$ cat src/hdl/prt_pkg.sv
// shared types and constants of the pending request table
`default_nettype none
package prt_pkg;

	localparam int DEPTH = 16;
	localparam int IDX_W = $clog2(DEPTH);
	localparam int CNT_W = $clog2(DEPTH + 1);
	localparam int ADDR_W = 48;
	localparam int WORD_W = 32;
	localparam int USED_W = 5;
	localparam logic [WORD_W-1:0] TIMEOUT_RESET = 32'd30000;

	localparam logic [1:0] CMD_TICK = 2'd0;
	localparam logic [1:0] CMD_ADD = 2'd1;
	localparam logic [1:0] CMD_TAKE = 2'd2;

	typedef struct packed {
		logic [1:0]        cmd;
		logic [ADDR_W-1:0] node_address;
		logic [WORD_W-1:0] session_in;
	} req_t;

	typedef struct packed {
		logic              ok;
		logic [WORD_W-1:0] session_out;
		logic [USED_W-1:0] entries_used;
	} rsp_t;

	typedef struct packed {
		logic [ADDR_W-1:0] address;
		logic [WORD_W-1:0] session;
		logic [WORD_W-1:0] stamp;
	} entry_t;

	typedef enum logic [2:0] {
		ST_IDLE,
		ST_PR_RD,
		ST_PR_CHK,
		ST_PR_MOV,
		ST_FINISH,
		ST_TK_MOV
	} state_t;

endpackage
`default_nettype wire

$ cat src/hdl/prt_ram.sv
// generic simple dual port ram with registered read
`default_nettype none
module prt_ram #(
	parameter int WIDTH = 8,
	parameter int DEPTH = 16,
	localparam int AW = $clog2(DEPTH)
) (
	input  wire logic             clk,
	input  wire logic             we,
	input  wire logic [AW-1:0]    waddr,
	input  wire logic [WIDTH-1:0] wdata,
	input  wire logic [AW-1:0]    raddr,
	output logic      [WIDTH-1:0] rdata
);

	logic [WIDTH-1:0] mem_q [DEPTH];
	logic [WIDTH-1:0] rdata_q;

	always_ff @(posedge clk) begin
		if (we) begin
			mem_q[waddr] <= wdata;
		end
		rdata_q <= mem_q[raddr];
	end

	assign rdata = rdata_q;

endmodule
`default_nettype wire

$ cat src/hdl/pending_request_table_with_timeout.sv
// top level: pending request table with timeout pruning, add and take
// A tick or the unused command is handled in idle, and its result strobe (done) comes in
// the next cycle. An add or a take walks the table once through the single read port of the
// entry ram: each expired entry costs a read of the last entry, a write and a re-read, and a
// take whose hit is not the last entry then moves the last entry into the freed slot; the
// strobe is registered after the end of work. busy is high for an add or a take from the
// accepting edge until the strobe cycle; a tick never raises it. done is valid for exactly
// one cycle and the receiver cannot stall it; rsp holds until the next result. Configuration
// writes are always taken (cfg_ready is high) and belong in idle periods.
`default_nettype none
module pending_request_table_with_timeout (
	input  wire logic                          clk,
	input  wire logic                          arst_n,
	input  wire logic                          start,
	output logic                               busy,
	input  wire prt_pkg::req_t                 req,
	output logic                               done,
	output prt_pkg::rsp_t                      rsp,
	input  wire logic                          cfg_valid,
	output logic                               cfg_ready,
	input  wire logic [prt_pkg::WORD_W-1:0]    cfg_data
);

	localparam int EW = $bits(prt_pkg::entry_t);

	prt_pkg::state_t state_q, state_d;
	prt_pkg::req_t req_q;
	prt_pkg::rsp_t rsp_q, rsp_d;
	logic done_q, done_d;
	logic [prt_pkg::CNT_W-1:0] fill_q, fill_d;
	logic [prt_pkg::CNT_W-1:0] idx_q, idx_d;
	logic [prt_pkg::WORD_W-1:0] time_q, time_d;
	logic [prt_pkg::WORD_W-1:0] timeout_q;
	logic found_q, found_d;
	logic [prt_pkg::IDX_W-1:0] mi_q, mi_d;
	logic [prt_pkg::WORD_W-1:0] msess_q, msess_d;

	logic ram_we;
	logic [prt_pkg::IDX_W-1:0] ram_waddr, ram_raddr;
	prt_pkg::entry_t ram_wdata, rd;
	logic [EW-1:0] ram_rdata;
	logic [prt_pkg::WORD_W-1:0] age;
	logic expired;

	prt_ram #(
		.WIDTH(EW),
		.DEPTH(prt_pkg::DEPTH)
	) u_ram (
		.clk  (clk),
		.we   (ram_we),
		.waddr(ram_waddr),
		.wdata(ram_wdata),
		.raddr(ram_raddr),
		.rdata(ram_rdata)
	);

	assign rd = prt_pkg::entry_t'(ram_rdata);
	// wrapping age, then the one compare against the timeout
	assign age = time_q - rd.stamp;
	assign expired = (age >= timeout_q);

	always_comb begin
		state_d = state_q;
		fill_d = fill_q;
		idx_d = idx_q;
		time_d = time_q;
		found_d = found_q;
		mi_d = mi_q;
		msess_d = msess_q;
		done_d = 1'b0;
		rsp_d = rsp_q;
		ram_we = 1'b0;
		ram_waddr = idx_q[prt_pkg::IDX_W-1:0];
		ram_wdata = rd;
		ram_raddr = idx_q[prt_pkg::IDX_W-1:0];
		case (state_q)
			prt_pkg::ST_IDLE: begin
				if (start) begin
					case (req.cmd)
						prt_pkg::CMD_ADD, prt_pkg::CMD_TAKE: begin
							idx_d = '0;
							found_d = 1'b0;
							state_d = prt_pkg::ST_PR_RD;
						end
						default: begin
							if (req.cmd == prt_pkg::CMD_TICK) begin
								time_d = time_q + 32'd1;
							end
							done_d = 1'b1;
							rsp_d.ok = 1'b0;
							rsp_d.session_out = '0;
							rsp_d.entries_used = prt_pkg::USED_W'(fill_q);
						end
					endcase
				end
			end
			prt_pkg::ST_PR_RD: begin
				if (idx_q < fill_q) begin
					state_d = prt_pkg::ST_PR_CHK;
				end else begin
					state_d = prt_pkg::ST_FINISH;
				end
			end
			prt_pkg::ST_PR_CHK: begin
				if (expired) begin
					fill_d = fill_q - prt_pkg::CNT_W'(1);
					ram_raddr = fill_d[prt_pkg::IDX_W-1:0];
					if (idx_q < fill_d) begin
						state_d = prt_pkg::ST_PR_MOV;
					end else begin
						state_d = prt_pkg::ST_FINISH;
					end
				end else begin
					// a surviving entry keeps its slot, so the first hit is final
					if (!found_q && rd.address == req_q.node_address) begin
						found_d = 1'b1;
						mi_d = idx_q[prt_pkg::IDX_W-1:0];
						msess_d = rd.session;
					end
					idx_d = idx_q + prt_pkg::CNT_W'(1);
					ram_raddr = idx_d[prt_pkg::IDX_W-1:0];
					if (idx_d >= fill_q) begin
						state_d = prt_pkg::ST_FINISH;
					end
				end
			end
			prt_pkg::ST_PR_MOV: begin
				// last word lands in the expired slot, then gets checked again
				ram_we = 1'b1;
				state_d = prt_pkg::ST_PR_RD;
			end
			prt_pkg::ST_FINISH: begin
				rsp_d.session_out = '0;
				rsp_d.ok = 1'b0;
				if (req_q.cmd == prt_pkg::CMD_ADD) begin
					ram_wdata.address = req_q.node_address;
					ram_wdata.session = req_q.session_in;
					ram_wdata.stamp = time_q;
					if (found_q) begin
						ram_we = 1'b1;
						ram_waddr = mi_q;
						rsp_d.ok = 1'b1;
					end else if (fill_q < prt_pkg::CNT_W'(prt_pkg::DEPTH)) begin
						ram_we = 1'b1;
						ram_waddr = fill_q[prt_pkg::IDX_W-1:0];
						fill_d = fill_q + prt_pkg::CNT_W'(1);
						rsp_d.ok = 1'b1;
					end
					done_d = 1'b1;
					state_d = prt_pkg::ST_IDLE;
				end else begin
					if (found_q) begin
						rsp_d.ok = 1'b1;
						rsp_d.session_out = msess_q;
						fill_d = fill_q - prt_pkg::CNT_W'(1);
						ram_raddr = fill_d[prt_pkg::IDX_W-1:0];
						if (prt_pkg::CNT_W'(mi_q) < fill_d) begin
							state_d = prt_pkg::ST_TK_MOV;
						end else begin
							done_d = 1'b1;
							state_d = prt_pkg::ST_IDLE;
						end
					end else begin
						done_d = 1'b1;
						state_d = prt_pkg::ST_IDLE;
					end
				end
				rsp_d.entries_used = prt_pkg::USED_W'(fill_d);
			end
			prt_pkg::ST_TK_MOV: begin
				ram_we = 1'b1;
				ram_waddr = mi_q;
				done_d = 1'b1;
				state_d = prt_pkg::ST_IDLE;
			end
			default: begin
				state_d = prt_pkg::ST_IDLE;
			end
		endcase
	end

	always_ff @(posedge clk or negedge arst_n) begin
		if (!arst_n) begin
			state_q <= prt_pkg::ST_IDLE;
			fill_q <= '0;
			time_q <= '0;
			idx_q <= '0;
			found_q <= 1'b0;
			done_q <= 1'b0;
			timeout_q <= prt_pkg::TIMEOUT_RESET;
		end else begin
			state_q <= state_d;
			fill_q <= fill_d;
			time_q <= time_d;
			idx_q <= idx_d;
			found_q <= found_d;
			done_q <= done_d;
			if (cfg_valid && cfg_ready) begin
				timeout_q <= cfg_data;
			end
		end
	end

	always_ff @(posedge clk) begin
		if (state_q == prt_pkg::ST_IDLE && start) begin
			req_q <= req;
		end
		mi_q <= mi_d;
		msess_q <= msess_d;
		rsp_q <= rsp_d;
	end

	assign busy = (state_q != prt_pkg::ST_IDLE);
	assign done = done_q;
	assign rsp = rsp_q;
	assign cfg_ready = 1'b1;

endmodule
`default_nettype wire
$ cat config.mk
export PLATFORM = sky130hd
export DESIGN_NAME = pending_request_table_with_timeout
export DESIGN_NICKNAME = d
export VERILOG_FILES = /design/src/hdl/prt_pkg.sv /design/src/hdl/prt_ram.sv /design/src/hdl/pending_request_table_with_timeout.sv
export SDC_FILE = /design/constraint.sdc
export NUM_CORES = 2
export LEC_CHECK = 0
export ABC_AREA = 1
export CORE_ASPECT_RATIO = 1.4
export CORE_MARGIN = 2
export CORE_UTILIZATION = 60
export CTS_CLUSTER_DIAMETER = 50
export DETAILED_ROUTE_END_ITERATION = 8
export DONT_BUFFER_PORTS = 1
export PLACE_DENSITY_LB_ADDON = 0.1
export SYNTH_ARGS = -nofsm -noshare
export SYNTH_HDL_FRONTEND = slang
export SYNTH_SLANG_ARGS = --single-unit
$ cat constraint.sdc
create_clock -name clk -period 22.8 [get_ports clk]
set_input_delay 3.42 -clock clk [delete_from_list [all_inputs] [get_ports clk]]
set_output_delay 3.42 -clock clk [all_outputs]
set_load 0.1 [all_outputs]
### Word-level counts from Yosys, hierarchy flattened

Memories as Yosys holds them, arrays and structs flattened. A register that Yosys moved wholly into a read port is not among the register bits.
Index checks and enable logic that the tools add are counted.

* bits in registers: 235
* memories kept: 1
* word-level logic and storage cells: 116
* input port bits: 118
* RAM bits: 1792

* magnitude comparators: 6
* eq/ne operators: 16
* bitwise logic cells: 2
* add/subtract/negate cells: 5
* reduce and logical (&&, ||, !) cells: 18
* mux-type cells: 53

Memory list
* u_ram.mem_q: words 16, bits a word 112, rd ports 1, clocked after Yosys merged registers in 1, wr ports 1, RTL line prt_ram.sv:16 `logic [WIDTH-1:0] mem_q [DEPTH];`

Operators with widths (number)
* $mux W112: 2
* $mux W38: 2
* $pmux W38 S2: 1
* $eq A48 B48 Y1: 1
* $mux W5: 8
* $mux W33: 1
* $add A32 B1 Y32 const B: 1
* $ge A32 B32 Y1: 1
* $mux W32: 1
* $sub A32 B32 Y32: 1
* $mux W3: 9
* $mux W4: 6
* $pmux W5 S2: 2
* $pmux W4 S2: 2
* $mux W1: 15
* $pmux W3 S5: 1
* $add A5 B1 Y5 const B: 2
* $lt A5 B5 Y1: 2
* $ne A2 B2 Y1 const B: 5
* $reduce_and A3 Y1: 3
* $reduce_and A4 Y1: 2
* $eq A3 B2 Y1 const B: 2
* $eq A3 B3 Y1 const B: 2
* $reduce_bool A2 Y1: 3
* other kinds (20): 25

### Longest topological paths before layout

* depth in word-level cells: 7
* depth in mapped cells: 35
* mapped depth without buffers: 33

### By module

Synthesis repeated with hierarchy kept, for this count alone.

* cells, all modules: 9002
* area, all modules: 93066.8 sq um

By module, submodules not included
* prt_ram: cells each 7347, area each 78783.1 sq um, seq. area each 56053.8 sq um, times used 1
* pending_request_table_with_timeout: cells each 1655, area each 14283.7 sq um, seq. area each 6670.1 sq um, times used 1

### Worst setup path before layout

OpenSTA, ideal clock, no wires.

* path type: input-to-reg
* start: in start
* end: reg req_q[0] in the netlist's numbering (enable)
* stages: 2
* arrival time: 6880 ps
* required time: 22278 ps
* setup slack: 15397 ps
* buffers on the path: 0
* path through: inv_1 -> nor2_1

* longest elaborated chain between the ends: 1

Ends and longest elaborated chain
* from (decl): RTL line pending_request_table_with_timeout.sv:14 `input wire logic start,`
* $logic_and A1 B1 Y1: RTL line pending_request_table_with_timeout.sv:205 `if (state_q == prt_pkg::ST_IDLE && start) begin`
* to (signal assigned): RTL line pending_request_table_with_timeout.sv:206 `req_q <= req;`
* to (decl): RTL line pending_request_table_with_timeout.sv:27 `prt_pkg::req_t req_q;`

No other way between the ends.
A chain may end at the register's enable or synchronous reset.

### Worst setup path after layout

* start: reg time_q[2] in the netlist's numbering
* end: reg u_ram.rdata_q[106], in the netlist u_ram.rdata[106], read port of u_ram.mem_q

* longest elaborated chain between the ends: 4

Ends and longest elaborated chain
* from (decl): RTL line pending_request_table_with_timeout.sv:32 `logic [prt_pkg::WORD_W-1:0] time_q, time_d;`
* from (signal assigned): RTL line pending_request_table_with_timeout.sv:194 `time_q <= time_d;`
* $sub A32 B32 Y32: RTL line pending_request_table_with_timeout.sv:59 `assign age = time_q - rd.stamp;`
* $ge A32 B32 Y1: RTL line pending_request_table_with_timeout.sv:60 `assign expired = (age >= timeout_q);`
* $mux W4: RTL line pending_request_table_with_timeout.sv:105 `if (expired) begin`
* $pmux W4 S2: RTL line pending_request_table_with_timeout.sv:76 `case (state_q)`
* to (decl): RTL line prt_ram.sv:17 `logic [WIDTH-1:0] rdata_q;`

No other way between the ends.

==> flow_summary_export.csv <==
group,metric,value,unit
finish,layout_commonest_cell,"nand2_1",
detailed_routing,routed_wl,241,mm
sta,skew,0.0279,ns
power_and_ir_drop,powerDensity,144,mW/mm^2
floorplan,rows,171,
sta,tightest_slew,1.27,ns
finish,layout-drive-gt1-share,0.0584,
grt,grt_pass1_vias,62100,
worst_setup_path,path_buf_inv,2,
worst_setup_path,path_class,"flop to flop",
synth,synth.distinct_cells,62,
grt,grt_usage,0.304,
grt,grt_max_degree,224,
detailed_routing,drtIter0Drc,6805,
clock_tree,cts_tree,"yes",
run_status,status,"finished clean",
finish,final_cell_mix,"nand2_1 (2089), nand3_1 (2051), edfxtp_1 (1948)",
clock_tree,insertion_delay,0.86,ns
worst_setup_path,arrival,9.36,ns
detailed_routing,drc_errors,0,
place,dpl_cell_area,0.0948,mm^2
worst_setup_path,crit_fanout,144,
sta,slew_headroom,0.154,
clock_tree,cts_resized,0,
detailed_routing,first_pass_iters,8,
power_and_ir_drop,leakagePower,41.8,nW
finish,final_net_count,8824,
sta,holdWs,0.431,ns
grt,antenna_found_initial,6,
sta,setup_violations,0,
synth,syn_inst,8788,
finish,final_util,0.657,
hold_path,hp-class,"flop to flop",
place,place.gp.congestion,0.871,
sta,fin_tns_setup,0,ns
floorplan,die_y,470,um
place,pre_cts_slack,14.22,ns
clock_tree,cts.sinks,2139,
synth,ys_seq_area_frac,0.674,
detailed_routing,drt-wirelength-per-cell,22.1,um
synth,synth_edf_count,1948,
power_and_ir_drop,vdd_drop_max,0.154,mV
place,io_buffers,0,
finish,design_area,0.101,mm^2
floorplan,core,0.154,mm^2
sta,rsz0062_at_grt,"no",
sta,min_period,8.65,ns
worst_setup_path,crit_top_cell,"nand3_1",
clock_tree,hold_buffers,0,
sta,hold_violations,0,
finish,final_cells,10900,
sta,post-route-period-util,0.379,
clock_tree,postCtsSetupRepairBufs,0,
synth,avgSynthCellArea,10.6,um^2
finish,area_growth_syn_to_layout,9.06,%
synth,syn_nets,8993,
detailed_routing,vias,63500,
sta,max_freq,0.116,GHz
grt,grt_pass1_wl,365,mm
clock_tree,numCtsBuffers,202,
worst_setup_path,end_kind,"flop",
place,hpwl,115,mm
synth,syn-cell-area,0.0931,mm^2
worst_setup_path,cp_slowest_cell,"nand2_8",
worst_setup_path,max_stage_delay,1.16,ns
synth,async_flop_share,0.0369,
place,dp.cells,10500,
worst_setup_path,start_kind,"flop",
clock_tree,cts_buffer_depth,3,
clock_tree,htree_levels,4,
sta,setup_ws,14.15,ns
grt,gr-total-overflow,0,
clock_tree,cts_root_buf,"clkbuf_16",
sta,drv_slew,0,
synth,ys.flop_type,"edfxtp_1",
floorplan,die_w,337,um
detailed_routing,ant_nets,0,
run,max-cap-violations,0,
power_and_ir_drop,p_total,14.6,mW
floorplan,die-area,0.158,mm^2
floorplan,start_util,0.602,
worst_setup_path,critPathTopFamily,"simple AND/OR/NAND/NOR gates",
worst_setup_path,crit_required,23.52,ns
synth,ys_seq_elements,2139,
clock_tree,path_clk_slew,0.06,ns
floorplan,ios,159,
synth,ys_warn_count,0,
detailed_routing,vias_per_cell,5.84,
==> registers in the layout, indices dropped and copies added, names as in the netlist, 3 cells and up <==
register / flops
msess_q: 32
u_ram.mem_q: 1792
req_q: 82
fill_q: 5
mi_q: 4
time_q: 32
u_ram.rdata: 112
timeout_q: 32
rsp: 38
state_q: 3
idx_q: 5
==> synth_stat cells, types with 3 or more instances <==
cell	n	area share
nand3b_1	114	0.0092
nor2_4	6	0.00073
dfrtp_1	72	0.019
o21a_1	9	0.00073
nor3_1	17	0.00091
o21ai_0	128	0.0069
buf_1	42	0.0017
ha_1	86	0.012
nor2_2	4	0.00027
nor4_1	4	0.00027
nand3_2	4	0.00043
o31ai_1	3	0.00024
o211ai_1	7	0.00056
nor2_1	127	0.0051
buf_2	264	0.014
nand2_2	8	0.00054
dfstp_2	7	0.0020
nand3_1	2051	0.11
o21ai_1	9	0.00048
edfxtp_1	1948	0.63
buf_4	10	0.00081
xnor2_1	30	0.0028
a21o_1	5	0.00040
clkbuf_1	183	0.0074
a211oi_1	4	0.00032
o22ai_1	6	0.00040
buf_6	7	0.00085
xor2_1	56	0.0053
nand4_1	16	0.0011
nand2_1	2090	0.084
a21boi_0	3	0.00024
o21bai_1	3	0.00024
inv_1	1234	0.050
o2111ai_1	5	0.00047
a2111oi_0	3	0.00028
a31oi_1	11	0.00074
inv_2	18	0.00073
a21oi_1	53	0.0029
dfxtp_1	112	0.024
or2_2	4	0.00027
==> final timing paths <==
check,start,slack (ns),to,cells after the start
worst min register to register,u_ram.rdata[62]$_DFF_P_,0.43,msess_q[30]$_DFFE_PP_,0
max in group asynchronous,arst_n,20.33,timeout_q[14]$_DFFE_PN1P_,0
worst max-delay path,time_q[2]$_DFFE_PN0P_,14.15,u_ram.rdata[106]$_DFF_P_,26
worst max register to register,time_q[2]$_DFFE_PN0P_,14.15,u_ram.rdata[106]$_DFF_P_,26
min in group asynchronous,arst_n,2.26,time_q[3]$_DFFE_PN0P_,0
worst min-delay path,u_ram.rdata[62]$_DFF_P_,0.43,msess_q[30]$_DFFE_PP_,0
==> per-layer routing <==
layer	global-route usage	wire length, um
met1	0.409	95100
met2	0.505	117000
met3	0.0415	19900
met4	0.117	8460
met5	0	59
==> power by group <==
group	internal (mW)	total, mW	switching, mW
clock	1.91	3.37	1.46
sequential	5.14	5.38	0.237
combinational	1.57	5.82	4.25
==> final cells by class <==
cell class / instances / area, um^2
Inverter: 1254 / 4730
Timing Repair Buffer: 133 / 1240
Multi-Input combinational cell: 4889 / 23500
Tap cell: 2076 / 2600
Sequential cell: 2139 / 62700
Antenna cell: 1 / 2.50
Fill cell: 11700 / 53000
Clock inverter: 87 / 928
Clock buffer: 297 / 5760
==> cell families (layout without fill, tap and decap cells) <==
| family | Yosys count | count (layout) | share of synthesized area |
|---|---|---|---|
| flip-flops | 2139 | 2139 | 0.674 |
| AND/OR/NAND/NOR | 4450 | 4450 | 0.214 |
| XOR/XNOR | 86 | 86 | 0.00809 |
| AO/OA/AOI/OAI | 264 | 264 | 0.0165 |
| buffers and inverters | 1760 | 1771 | 0.0755 |
| adder cells (fa/ha/maj) | 87 | 87 | 0.0118 |
| other | 1 | 2 | 0.0000403 |
| multiplexers | 1 | 1 | 0.000121 |
(Power assumes the default switching activity.)
